## config.mk

```make
export PLATFORM = sky130hd
export DESIGN_NAME = ctsc_cell
export DESIGN_NICKNAME = d
export VERILOG_FILES = /design/src/rtl/ctsc_cell.sv
export SDC_FILE = /design/constraint.sdc
export NUM_CORES = 1
export LEC_CHECK = 0
export ABC_AREA = 0
export BUFFER_PORTS_ARGS = -buffer_cell sky130_fd_sc_hd__buf_2
export CAP_MARGIN = 20
export CORE_UTILIZATION = 54
export CTS_CLUSTER_SIZE = 28
export DETAILED_ROUTE_END_ITERATION = 10
export GPL_TIMING_DRIVEN = 0
export MAX_ROUTING_LAYER = met4
export PLACE_DENSITY = 0.8
export SLEW_MARGIN = 10
export SYNTH_ARGS = -nofsm -noshare
export SYNTH_HDL_FRONTEND = slang
export SYNTH_SLANG_ARGS = --single-unit
```

## constraint.sdc

```tcl
create_clock -name clk -period 3.2 [get_ports clk]
set_clock_uncertainty 0.15 [all_clocks]
set_input_delay 0.8 -clock clk [delete_from_list [all_inputs] [get_ports clk]]
set_output_delay 0.8 -clock clk [all_outputs]
set_load 0.005 [all_outputs]
```

## src/rtl/ctsc_cell.sv

```systemverilog
`default_nettype none
// ----------------------------------------------------------------------------
// Context tree symbol counter: history cell
// Holds one history symbol and forwards the tree path node of its depth to
// the next cell, one cell per cycle.
// ----------------------------------------------------------------------------
module ctsc_cell #(
	parameter int NODE_W = 13,
	parameter int SYM_W  = 2,
	parameter int M_W    = 3
) (
	input  wire logic              clk,
	input  wire logic              arst_n,
	input  wire logic              shift,
	input  wire logic [M_W-1:0]    m,
	input  wire logic [SYM_W-1:0]  prev_sym,
	input  wire logic              prev_valid,
	input  wire logic [NODE_W-1:0] prev_node,
	output logic      [SYM_W-1:0]  sym,
	output logic                   valid,
	output logic      [NODE_W-1:0] node
);

	localparam int PW = NODE_W + M_W;

	logic [SYM_W-1:0]  hist_q;
	logic              valid_q;
	logic [NODE_W-1:0] node_q;
	logic [PW-1:0]     prod;
	logic [PW-1:0]     child;

	assign prod  = PW'(prev_node) * PW'(m);
	assign child = prod + PW'(hist_q) + PW'(1);

	always_ff @(posedge clk or negedge arst_n) begin
		if (!arst_n) begin
			hist_q  <= '0;
			valid_q <= 1'b0;
		end else begin
			if (shift) begin
				hist_q <= prev_sym;
			end
			valid_q <= prev_valid;
		end
	end

	always_ff @(posedge clk) begin
		if (prev_valid) begin
			node_q <= child[NODE_W-1:0];
		end
	end

	assign sym   = hist_q;
	assign valid = valid_q;
	assign node  = node_q;

endmodule
`default_nettype wire

```

==> flow_summary.toml <==
[placement]
portBuffers = 37
place_congestion = 0.864
dp_hpwl_um = 2440
place_area_um2 = 1970

[setup_path]
critPathRequiredTime_ns = 3.09
cpPeakStageDelay_ns = 0.48
critical_path.slowest_cell = "fa_1"
critical_path_class = "in2reg"
endpoint_kind = "flip-flop"
startpoint_type = "primary input"
crit_fanout = 3
cp.arrival_ns = 3.19
cp_cell_sequence = "buf_6 > and2_4 > ha_4 > inv_2 > fa_1 > inv_2 > ha_4 > fa_2 > a21oi_2 > o21ai_2 > buf_4 > o21a_1 > nor2_1 > xnor2_1"

[sta]
worst_slack_ns = -0.0989
rsz0062_at_grt = "yes"
fin_crit_ns = 3.30
tightestPinTransition_ns = 0.295
drv_slew = 0
setup_viol = 4
setup_tns_ns = -0.279
timing.max_slew.rel_slack = 0.803
fmax_mhz = 303
period_share = 1.03
hold_ws_ns = 0.151
hold_viol = 0

[layout]
nNetsFinal = 260
nFillCells = 170
drive_gt1_frac = 0.441
fin_util = 0.806
area_growth_pct = 38.6
fin_area_um2 = 2260
seqCellArea_um2 = 465
multi_input_area_um2 = 1380
diodes = 0

[synth]
syn_inst = 152
yosys.area_share.simple = 0.192
yosys_most_used_dff = "edfxtp_1"
synth.net_count = 209
netlist.area_leader.share = 0.239
ys_types = 32
synth_top_family_by_area = "adder cells"
synth_edf_count = 13
ys_ff_latch = 16
synth_area_um2 = 1630
synthXorXnorAreaFrac = 0.0644
ys.warnings.count = 0
async_flop_share = 0.188
synth-compound-area-share = 0.100
synthMuxAreaShare = 0.0130
synthAdderAreaFrac = 0.324
post-synth-top-count-cell = "and2_1"
yosysSeqAreaShare = 0.285
avgSynthCellArea_um2 = 10.7
synthTopCellsByCount = "and2_1, ha_1, edfxtp_1"
synth_area_leaders = "edfxtp_1, ha_1, fa_1, and2_1, xnor2_1"
yosysTopAreaCell = "edfxtp_1"

[worst_hold_path]
hold_path_class = "in2async"

[drt]
vias = 1311
wl_met2_um = 1920
vias_per_cell = 5.63
wirelength_um = 3540
dr.pass1.iters = 7
drtAntennaViolNets = 0
drt_iter0_markers = 19
wl_per_cell_um = 15.2
drc = 8
dr_wl_met3_um = 132
top_layer_used = "met4"
wl_met1_um = 1430

[global_routing]
antenna_found_initial = 0
gr-total-overflow = 0
grt_max_degree = 15
grt_pass1_vias = 1267
grt_first_pass_wirelength_um = 5500
grt.total_usage = 0.222

[floorplanning]
die_h_um = 57.0
io_pins = 38
initial_core_util = 0.582
rows = 19
dieArea_um2 = 3250
dieWidth_um = 57.0
coreArea_um2 = 2810

[clocking]
clock_path_buffers = 2
ctsHoldBuffers = 0
cts_sinks = 16
htreeDepth = 1
insertion_delay_ns = 0.27
clk_pin_slew_ns = 0.09
cts_root_buf = "clkbuf_4"
cts_tree = "built"
cts_inserted_buffers = 3

[outcome]
violations = "DRC, setup timing"
status = "finished, violations left"

[job]
drv_cap = 0

[power_and_ir_drop]
vdd_drop_max_v = 0.000172
p_leak_nw = 0.970
p_total_w = 0.000884
power_per_cell_area_nw_per_um2 = 391
cells in the final DEF, fill, tap and decap left out, types with 2 or more instances in the layout:
cell	instances
clkbuf_4	3
and2_4	5
a21oi_1	3
inv_1	4
inv_2	2
nor2_1	6
xnor2_1	11
a21oi_2	3
nand2_1	8
ha_1	8
buf_2	34
buf_4	8
o2111ai_1	2
buf_12	2
nor3b_1	2
buf_6	5
dfrtp_1	3
ha_4	14
edfxtp_1	13
fa_1	11
and2_1	27
nand3b_1	2
cell type report:
cell class,instances,share of cell area
Multi-Input combinational cell,127,0.611
Sequential cell,16,0.206
Clock buffer,4,0.0116
Timing Repair Buffer,49,0.144
Tap cell,31,0.0172
Inverter,6,0.00996
timing repair:
action                                  CTS  global route
cloned                                    0             1
endpoints found under the setup margin    5             7
resized for setup                        14            23
pin swaps                                13            21
buffers inserted                          8             3
stage by stage:
step | setup WS (ns) | instances
detailed placement | -0.598 | 220
global placement | -0.571 | 220
finish | -0.0989 | 233
floorplan | -0.313 | 152
CTS | -0.149 | 229
global route | -0.188 | 233
final timing paths:
kind	startpoint	to	slack, ns	cells after the start
worst max-delay path	prev_node[1]	node[7]	-0.1	14
worst min-delay path	arst_n	sym[0]	0.15	1
worst max register to register	sym[1]	node[7]	0.48	11
worst min register to register	sym[0]	sym[0]	0.40	1
max in group asynchronous	arst_n	sym[1]	2.65	1
min in group clk	sym[0]	sym[0]	0.40	1
sequential cells by signal, indices dropped and copies added, names as in the netlist:
signal / cells
node: 13
sym: 2
valid: 1
cell families after synthesis:
family | count (synthesis)
multiplexers | 2
adder cells (fa/ha/maj) | 35
buffers and inverters | 9
AND/OR/NAND/NOR | 56
XOR/XNOR | 12
flip-flops | 16
AO/OA/AOI/OAI | 22
worst max-delay path, delay by kind of cell:
kind            cells  cell delay [ns]
fa+ha+maj           4             1.28
compound gates      3             0.44
xor+xnor            1             0.09
buf+inv             4             0.31
simple gates        2             0.27
layer usage:
metal | track usage | vias up
li1 | - | 632
met1 | 0.272 | 630
met2 | 0.378 | 42
met3 | 0.0249 | 7
met4 | 0.0871 | 0
met5 | - | -
power by group:
part,switching (W),leakage (nW),total [W],internal [W]
sequential,0.00000821,0.163,0.000290,0.000282
combinational,0.000235,0.793,0.000488,0.000253
clock,0.0000575,0.0150,0.000106,0.0000484
total,0.000300,0.970,0.000884,0.000584
Power figures use the tool's default switching activity.
